$ cat src/sv/ssrch_pkg.sv
package ssrch_pkg;

   // fixed field widths
   localparam int BYTE_W     = 8;
   localparam int PAT_BYTES  = 16;
   localparam int PAT_IDX_W  = 4;
   localparam int PLEN_W     = 5;
   localparam int COUNT_W    = 16;
   localparam int CSR_IDX_W  = 2;
   localparam int CSR_DATA_W = 64;

   // saturation point of the text byte count
   localparam logic [COUNT_W-1:0] TEXT_MAX = 16'd65535;

   // configuration register indexes
   localparam logic [CSR_IDX_W-1:0] CSR_PATTERN_LOW  = 2'd0;
   localparam logic [CSR_IDX_W-1:0] CSR_PATTERN_HIGH = 2'd1;
   localparam logic [CSR_IDX_W-1:0] CSR_PATTERN_LEN  = 2'd2;

   // one text transaction held in the input register
   typedef struct packed {
      logic [BYTE_W-1:0] text_byte;
      logic              text_empty;
      logic              last;
   } req_item_type;

   // one search result
   typedef struct packed {
      logic [COUNT_W-1:0] position;
      logic               overflow;
   } rsp_item_type;

endpackage

$ cat src/sv/ssrch_req_if.sv
interface ssrch_req_if
   import ssrch_pkg::*;
   ();
   logic              valid;
   logic              ready;
   logic [BYTE_W-1:0] text_byte;
   logic              text_empty;
   logic              last;

   modport source (output valid, output text_byte, output text_empty, output last,
                   input ready);
   modport sink (input valid, input text_byte, input text_empty, input last,
                 output ready);
endinterface

$ cat src/sv/ssrch_rsp_if.sv
interface ssrch_rsp_if
   import ssrch_pkg::*;
   ();
   logic               valid;
   logic               ready;
   logic [COUNT_W-1:0] position;
   logic               overflow;

   modport source (output valid, output position, output overflow, input ready);
   modport sink (input valid, input position, input overflow, output ready);
endinterface

$ cat src/sv/ssrch_match.sv
module ssrch_match
   import ssrch_pkg::*;
#(
   parameter int PATTERN_MAX = 16,
   parameter int WIN_DEPTH   = 15,
   parameter int LEN_W       = 5
) (
   input  logic [BYTE_W-1:0]                text_byte,
   input  logic [BYTE_W-1:0]                window [WIN_DEPTH],
   input  logic [PAT_BYTES-1:0][BYTE_W-1:0] pattern,
   input  logic [LEN_W-1:0]                 pat_len,
   output logic                             equal
);

   // compare the text byte and the window slots within the pattern length against the pattern byte aligned to each
   always_comb begin
      logic [PLEN_W-1:0] d;
      logic              mismatch;
      d = PLEN_W'(pat_len) - 5'd1;
      mismatch = (pat_len != '0) && (text_byte != pattern[d[PAT_IDX_W-1:0]]);
      for (int j = 1; j < PATTERN_MAX; j++) begin
         d = PLEN_W'(pat_len) - PLEN_W'(j) - 5'd1;
         if ((PLEN_W'(j) < PLEN_W'(pat_len)) &&
             (window[j-1] != pattern[d[PAT_IDX_W-1:0]])) begin
            mismatch = 1'b1;
         end
      end
      equal = !mismatch;
   end

endmodule

$ cat src/sv/substring_position_search.sv
// channel | dir | handshake             | payload
// req_ch  | in  | valid/ready           | text_byte[7:0], text_empty, last
// rsp_ch  | out | valid/ready           | position[15:0], overflow
// csr     | in  | csr_we (no handshake) | csr_index[1:0], csr_wdata[63:0]
//
// one text byte per cycle while req_ch.ready is high; an end-of-text transaction goes from
// the input register through compare and state update into the result register
// the single window compare and count update lie between the two registers
// reset is synchronous, active high, and clears pattern, window, count and match state
// req_ch.ready drops only while an end-of-text transaction waits on a full result register
module substring_position_search
   import ssrch_pkg::*;
#(
   parameter int PATTERN_MAX = 16
) (
   input  logic                  clock,
   input  logic                  reset,
   ssrch_req_if.sink             req_ch,
   ssrch_rsp_if.source           rsp_ch,
   input  logic                  csr_we,
   input  logic [CSR_IDX_W-1:0]  csr_index,
   input  logic [CSR_DATA_W-1:0] csr_wdata
);

   localparam int WIN_DEPTH = (PATTERN_MAX > 1) ? PATTERN_MAX - 1 : 1;
   localparam int LEN_W     = $clog2(PATTERN_MAX + 1);

   // configuration registers
   logic [CSR_DATA_W-1:0] pat_low_ff, pat_high_ff;
   logic [PLEN_W-1:0]     pat_len_ff;

   always_ff @(posedge clock) begin
      if (reset) begin
         pat_low_ff  <= '0;
         pat_high_ff <= '0;
         pat_len_ff  <= '0;
      end else if (csr_we) begin
         case (csr_index)
            CSR_PATTERN_LOW:  pat_low_ff  <= csr_wdata;
            CSR_PATTERN_HIGH: pat_high_ff <= csr_wdata;
            CSR_PATTERN_LEN:  pat_len_ff  <= csr_wdata[PLEN_W-1:0];
            default: ;
         endcase
      end
   end

   logic [PAT_BYTES-1:0][BYTE_W-1:0] pattern;
   logic [LEN_W-1:0]                 len_eff;

   assign pattern = {pat_high_ff, pat_low_ff};
   assign len_eff = (pat_len_ff > PLEN_W'(PATTERN_MAX)) ? LEN_W'(PATTERN_MAX)
                                                        : pat_len_ff[LEN_W-1:0];

   // input register
   logic         s1_valid_ff;
   req_item_type s1_item_ff;
   logic         s1_ends, s1_go, out_free;

   assign s1_ends      = s1_item_ff.text_empty || s1_item_ff.last;
   assign out_free     = !rsp_ch.valid || rsp_ch.ready;
   assign s1_go        = s1_valid_ff && (!s1_ends || out_free);
   assign req_ch.ready = !s1_valid_ff || s1_go;

   always_ff @(posedge clock) begin
      if (reset) begin
         s1_valid_ff <= 1'b0;
      end else if (req_ch.valid && req_ch.ready) begin
         s1_valid_ff <= 1'b1;
      end else if (s1_go) begin
         s1_valid_ff <= 1'b0;
      end
   end

   always_ff @(posedge clock) begin
      if (req_ch.valid && req_ch.ready) begin
         s1_item_ff.text_byte  <= req_ch.text_byte;
         s1_item_ff.text_empty <= req_ch.text_empty;
         s1_item_ff.last       <= req_ch.last;
      end
   end

   // per-text search state
   logic [BYTE_W-1:0]  win_ff [WIN_DEPTH];
   logic [BYTE_W-1:0]  win_in [WIN_DEPTH];
   logic [COUNT_W-1:0] count_ff, count_in;
   logic               found_ff, found_in;
   logic [COUNT_W-1:0] start_ff, start_in;
   logic               ovf_ff, ovf_in;
   logic               win_equal;

   ssrch_match #(
      .PATTERN_MAX (PATTERN_MAX),
      .WIN_DEPTH   (WIN_DEPTH),
      .LEN_W       (LEN_W)
   ) u_match (
      .text_byte (s1_item_ff.text_byte),
      .window    (win_ff),
      .pattern   (pattern),
      .pat_len   (len_eff),
      .equal     (win_equal)
   );

   // next state for the byte in the input register
   always_comb begin
      count_in = count_ff;
      ovf_in   = ovf_ff;
      found_in = found_ff;
      start_in = start_ff;
      win_in   = win_ff;
      if (!s1_item_ff.text_empty) begin
         if (count_ff >= TEXT_MAX) begin
            count_in = TEXT_MAX;
            ovf_in   = 1'b1;
         end else begin
            count_in = count_ff + 16'd1;
         end
         if (!found_ff && (len_eff != '0) && (count_in >= COUNT_W'(len_eff)) && win_equal)
         begin
            found_in = 1'b1;
            start_in = count_in - COUNT_W'(len_eff) + 16'd1;
         end
         win_in[0] = s1_item_ff.text_byte;
         for (int k = 1; k < WIN_DEPTH; k++) begin
            win_in[k] = win_ff[k-1];
         end
      end
   end

   // state update, cleared at end of text
   always_ff @(posedge clock) begin
      if (reset || (s1_go && s1_ends)) begin
         count_ff <= '0;
         found_ff <= 1'b0;
         start_ff <= '0;
         ovf_ff   <= 1'b0;
         for (int k = 0; k < WIN_DEPTH; k++) begin
            win_ff[k] <= '0;
         end
      end else if (s1_go) begin
         count_ff <= count_in;
         found_ff <= found_in;
         start_ff <= start_in;
         ovf_ff   <= ovf_in;
         win_ff   <= win_in;
      end
   end

   // result register
   logic         rsp_valid_ff;
   rsp_item_type rsp_item_ff, rsp_item_in;

   always_comb begin
      if (len_eff == '0) begin
         rsp_item_in.position = 16'd1;
      end else if (found_in) begin
         rsp_item_in.position = start_in;
      end else begin
         rsp_item_in.position = '0;
      end
      rsp_item_in.overflow = ovf_in;
   end

   always_ff @(posedge clock) begin
      if (reset) begin
         rsp_valid_ff <= 1'b0;
      end else if (s1_go && s1_ends) begin
         rsp_valid_ff <= 1'b1;
      end else if (rsp_ch.ready) begin
         rsp_valid_ff <= 1'b0;
      end
   end

   always_ff @(posedge clock) begin
      if (s1_go && s1_ends) begin
         rsp_item_ff <= rsp_item_in;
      end
   end

   assign rsp_ch.valid    = rsp_valid_ff;
   assign rsp_ch.position = rsp_item_ff.position;
   assign rsp_ch.overflow = rsp_item_ff.overflow;

`ifndef SYNTHESIS
   a_count_range: assert property (@(posedge clock) disable iff (reset)
      count_ff <= TEXT_MAX)
      else $error("byte count above saturation point");

   a_start_range: assert property (@(posedge clock) disable iff (reset)
      found_ff |-> (start_ff != '0 && start_ff <= count_ff))
      else $error("recorded match start outside the bytes seen");

   a_ovf_saturated: assert property (@(posedge clock) disable iff (reset)
      ovf_ff |-> (count_ff == TEXT_MAX))
      else $error("overflow flagged without saturated count");

   a_end_clears: assert property (@(posedge clock) disable iff (reset)
      (s1_go && s1_ends) |=> (count_ff == '0 && !found_ff && !ovf_ff && rsp_valid_ff))
      else $error("end of text did not clear state or post a result");
`endif

endmodule

$ cat src/flat_wrapper.sv
// flat-port wrapper written by rule: the top's interface ports become plain ports
module substring_position_search_flat import ssrch_pkg::*;
#(
   parameter int PATTERN_MAX = 16
)
  (clock, reset, csr_we, csr_index, csr_wdata, req_ch_valid, req_ch_text_byte, req_ch_text_empty, req_ch_last, req_ch_ready, rsp_ch_valid, rsp_ch_position, rsp_ch_overflow, rsp_ch_ready);
  ssrch_req_if req_ch_i ();
  ssrch_rsp_if rsp_ch_i ();
  input  logic clock;
  input  logic reset;
  input  logic csr_we;
  input  logic [CSR_IDX_W-1:0] csr_index;
  input  logic [CSR_DATA_W-1:0] csr_wdata;
  input wire logic [$bits(req_ch_i.valid)-1:0] req_ch_valid;
  input wire logic [$bits(req_ch_i.text_byte)-1:0] req_ch_text_byte;
  input wire logic [$bits(req_ch_i.text_empty)-1:0] req_ch_text_empty;
  input wire logic [$bits(req_ch_i.last)-1:0] req_ch_last;
  output wire logic [$bits(req_ch_i.ready)-1:0] req_ch_ready;
  output wire logic [$bits(rsp_ch_i.valid)-1:0] rsp_ch_valid;
  output wire logic [$bits(rsp_ch_i.position)-1:0] rsp_ch_position;
  output wire logic [$bits(rsp_ch_i.overflow)-1:0] rsp_ch_overflow;
  input wire logic [$bits(rsp_ch_i.ready)-1:0] rsp_ch_ready;
  assign req_ch_i.valid = req_ch_valid;
  assign req_ch_i.text_byte = req_ch_text_byte;
  assign req_ch_i.text_empty = req_ch_text_empty;
  assign req_ch_i.last = req_ch_last;
  assign req_ch_ready = req_ch_i.ready;
  assign rsp_ch_valid = rsp_ch_i.valid;
  assign rsp_ch_position = rsp_ch_i.position;
  assign rsp_ch_overflow = rsp_ch_i.overflow;
  assign rsp_ch_i.ready = rsp_ch_ready;
  substring_position_search #(.PATTERN_MAX(PATTERN_MAX)) u_core (.clock(clock), .reset(reset), .req_ch(req_ch_i), .rsp_ch(rsp_ch_i), .csr_we(csr_we), .csr_index(csr_index), .csr_wdata(csr_wdata));
endmodule
$ cat config.mk
export PLATFORM = sky130hd
export DESIGN_NAME = substring_position_search_flat
export DESIGN_NICKNAME = d
export VERILOG_FILES = /design/src/sv/ssrch_pkg.sv /design/src/sv/ssrch_req_if.sv /design/src/sv/ssrch_rsp_if.sv /design/src/sv/ssrch_match.sv /design/src/sv/substring_position_search.sv /design/src/flat_wrapper.sv
export SDC_FILE = /design/constraint.sdc
export NUM_CORES = 1
export LEC_CHECK = 0
export ABC_AREA = 1
export BUFFER_PORTS_ARGS = -buffer_cell sky130_fd_sc_hd__clkbuf_2
export CAP_MARGIN = 20
export CORE_AREA = 5 5 277 279
export CTS_BUF_LIST = sky130_fd_sc_hd__clkbuf_4
export DETAILED_ROUTE_END_ITERATION = 8
export DIE_AREA = 0 0 282 284
export GPL_ROUTABILITY_DRIVEN = 0
export PLACE_DENSITY_LB_ADDON = 0.12
export REMOVE_ABC_BUFFERS = 1
export SKIP_CTS_REPAIR_TIMING = 1
export SLEW_MARGIN = 10
export SYNTH_ARGS = -nofsm -noshare
export SYNTH_HDL_FRONTEND = slang
export SYNTH_SLANG_ARGS = --single-unit
$ cat constraint.sdc
create_clock -name clock -period 4.25 [get_ports clock]
set_clock_uncertainty 0.1 [all_clocks]
set_input_delay 0.425 -clock clock [delete_from_list [all_inputs] [get_ports clock]]
set_output_delay 0.425 -clock clock [all_outputs]
set_load 0.02 [all_outputs]
==> metrics.md <==
| Metric | Value |
|---|---|
| Clock root buffer master | `clkbuf_4` |
| Synth Instances | `approximately 3,700` |
| Number of distinct library cells after synthesis | `43` |
| Final Max Slew Viols | `0` |
| Initial antenna violation count | `2` |
| Synthesized area per cell | `5.91 µm²` |
| Worst r2r path cells | `22` |
| Top Ports | `100` |
| Synth Warn # | `0` |
| Worst-Margin Slew | `1.31 ns` |
| CTS sink count | `316` |
| Fin area | `25,800 µm²` |
| DR iter-0 viols | `2,245` |
| Die W | `282 µm` |
| Antenna Violating Nets Remaining | `0` |
| Setup TNS | `0 ns` |
| Max-cap viol count | `0` |
| CP Class | `reg -> reg` |
| Post-synthesis sequential area ratio | `30.2%` |
| CP Capture Type | `flop` |
| Share of post-route cells with drive strength above 1 | `10.8%` |
| Peak supply drop | `0.000149 V` |
| CTS H-tree depth | `3` |
| Relative slew margins | `12.4%` |
| RSZ-0062 raised after global routing | `no` |
| Largest net degree at the start of global routing | `241` |
| Core area | `73,900 µm²` |
| Hold depth | `8` |
| Crit-path leading delay family | `simple AND/OR/NAND/NOR gates` |
| CTS Buffer Depth | `3` |
| Placed Area | `23,600 µm²` |
| Hold Crit Class | `in -> reg` |
| Via-to-Cell Ratio | `a little over 5` |
| Area Growth Syn to Fin | `18.1%` |
| Total power | `0.00931 W` |
| Initial Util | `29.6%` |
| Drt pass-1 iters | `6` |
| CP max stage cell | `inv_2` |
| Post-Route WL | `~98,000 µm` |
| PwrDens | `roughly 360 nW/µm²` |
| DRC violations left | `0` |
| Synth Flop Type | `dfxtp_1` |
| Outcome | `finished clean` |
| Async SR Flop Fraction | `0%` |
| Die footprint | `80,100 µm²` |
| Max incr delay on CP | `0.43 ns` |
| Skew-Pair Late Insertion Delay | `0.86 ns` |
| Vias in the first global route | `22,937` |
| Crit path depth | `22` |
| Cell area after synthesis | `about 22,000 µm²` |
| Crit share post-route | `between 90% and 100%` |
| Crit path required time | `between 4 and 5 ns` |
| Startpoint class of the critical path | `flop` |
| Post-synth EDFFs | `27` |
| Fin util | `34.9%` |
| Congestion Overflow GR | `0` |
| Fmax | `249 MHz` |
| Total Routing Usage GR | `23.4%` |
| Crit path arrival time | `4.63 ns` |
| Final Hold Fails | `0` |
| Synthesized flop and latch total | `316` |
| CTS tree | `done` |
| Wire length per cell | `19.9 µm` |
| Share of the synthesized area in the top cell type | `a little over a quarter` |
| Rows | `100` |
| Clk pin slew, worst setup/hold paths | `0.07 ns` |
| Crit path top cell by count | `nand2_1` |
| Buffers on Ports | `between 90 and 100` |
| Critical path cell sequence | `buf_4, inv_2, nor2_4, nand2_4, nand2_1, o21ai_4, inv_2, nand3_1, nand2_1, nand2_1, nand2_1, nand3_1, nor2_1, nand2_1, nand2_1, nand2_1, inv_1, nand2_1, nor2_4, buf_4, nand4_1, a21oi_2` |
| Via total after detailed routing | `~25,000` |
| Static leakage | `about 12 nW` |
| Tmin final | `4.01 ns` |
| Final setup vio count | `0` |
| Final nets | `3,990` |
| First-pass GRT wire length | `143,000 µm` |
| Top cells by area, synth | `dfxtp_1 (26%), nand2_1 (20%), nand3_1 (18%)` |
| CP max FO | `17` |
| DP HPWL | `~70,000 µm` |
| Number of buffers created by CTS | `100` |
| Die height | `284 µm` |
| Cell type with the highest aggregate area in the netlist | `dfxtp_1` |
| Bufs and invs on worst path | `5` |
## sequential cells by signal, indices dropped and copies added (netlist names), named ones only
| name | count |
|---|---|
| u_core.pat_low_ff | 64 |
| u_core.ovf_ff | 1 |
| u_core.rsp_ch.position | 16 |
| u_core.pat_high_ff | 64 |
| u_core.pat_len_ff | 5 |
| u_core.win_ff | 120 |
| u_core.rsp_ch.overflow | 1 |
| u_core.rsp_ch.valid | 1 |
| u_core.s1_item_ff | 10 |
| u_core.count_ff | 16 |
| u_core.s1_valid_ff | 1 |
| u_core.start_ff | 16 |
## through the flow
| step | cells | hold WS, ns | setup slack, ns |
|---|---|---|---|
| final | 4912 | 0.127 | 0.238 |
| after global routing | 4912 | 0.139 | 0.00977 |
| after CTS | 4831 | -0.461 | 0.00832 |
| after detailed placement | 4665 | 0.349 | 0.0329 |
| after global placement | 4665 | 0.361 | 0.0348 |
| after floorplan | 3502 | 0.330 | -7.38 |
## cell families (layout without fill, tap and decap cells)
group	count (synthesis)	after routing	share of synthesized area, %
and+or+nand+nor	2309	2309	45.0
xor gates and xnor gates	28	28	1.24
buffers and inverters	498	738	9.35
DFF	316	316	30.2
AOI/OAI and AO/OA	520	520	12.4
other	0	1	0
adders and majority gates	31	31	1.84
## area by class of cell
class | count | area, µm²
Antenna cell | 1 | 2.50
Clock buffer | 139 | 1040
Clock inverter | 27 | 158
Fill cell | 8309 | 48100
Inverter | 298 | 1140
Multi-Input combinational cell | 2888 | 13400
Sequential cell | 316 | 6600
Tap cell | 969 | 1210
Timing Repair Buffer | 274 | 2260
## cells in the mapped netlist, types with 14 or more instances
library cell,n
a21oi_1,198
buf_2,70
buf_4,14
clkbuf_1,100
dfxtp_1,289
edfxtp_1,27
ha_1,29
inv_1,281
nand2_1,1171
nand3_1,793
nand4_1,18
nor2_1,293
o21ai_0,287
xor2_1,24
## cell usage in the layout (no fill, tap or decap), types with 12 or more instances in the layout
| cell type | synthesis | layout |
|---|---|---|
| clkbuf_4 | 0 | 139 |
| a21oi_1 | 198 | 196 |
| inv_2 | 12 | 13 |
| o21ai_0 | 287 | 285 |
| buf_12 | 0 | 16 |
| buf_4 | 14 | 75 |
| dfxtp_1 | 289 | 287 |
| ha_1 | 29 | 27 |
| nand2_1 | 1171 | 1169 |
| dlygate4sd3_1 | 0 | 78 |
| clkbuf_2 | 0 | 99 |
| a21oi_2 | 11 | 12 |
| nand4_1 | 18 | 18 |
| inv_1 | 281 | 279 |
| nand3_1 | 793 | 790 |
| nor2_1 | 293 | 285 |
| xor2_1 | 24 | 24 |
| clkinv_1 | 4 | 21 |
| edfxtp_1 | 27 | 27 |
## power breakdown
| group | switching (W) | internal [W] |
|---|---|---|
| Sequential | 0.000114 | 0.00315 |
| Combinational | 0.00203 | 0.000913 |
| Clock | 0.00149 | 0.00161 |
| Total | 0.00364 | 0.00567 |
## worst paths after layout
path                         from                          to  slack (ns)
min reg2reg         u_core.ovf_ff               u_core.ovf_ff        0.36
min                  rsp_ch_ready         u_core.start_ff[15]        0.13
max          u_core.pat_len_ff[1]  u_core.rsp_ch.position[10]        0.24
max reg2reg  u_core.pat_len_ff[1]  u_core.rsp_ch.position[10]        0.24
## tightest hold or removal path: stages
cell and delay [ns]:
clkbuf_2 0.08, inv_1 0.04, nand2_1 0.05, nor2_1 0.15, nor2_2 0.13, nand3_1 0.10, nand2_1 0.05, inv_1 0.04
## per-layer routing
layer / global-route usage [%] / part of all wire, %
met5: 0 / 0
met4: 9.72 / 4.0
met3: 3.84 / 7.0
met2: 35.8 / 43
met1: 32.8 / 46
(Power assumes the default switching activity.)
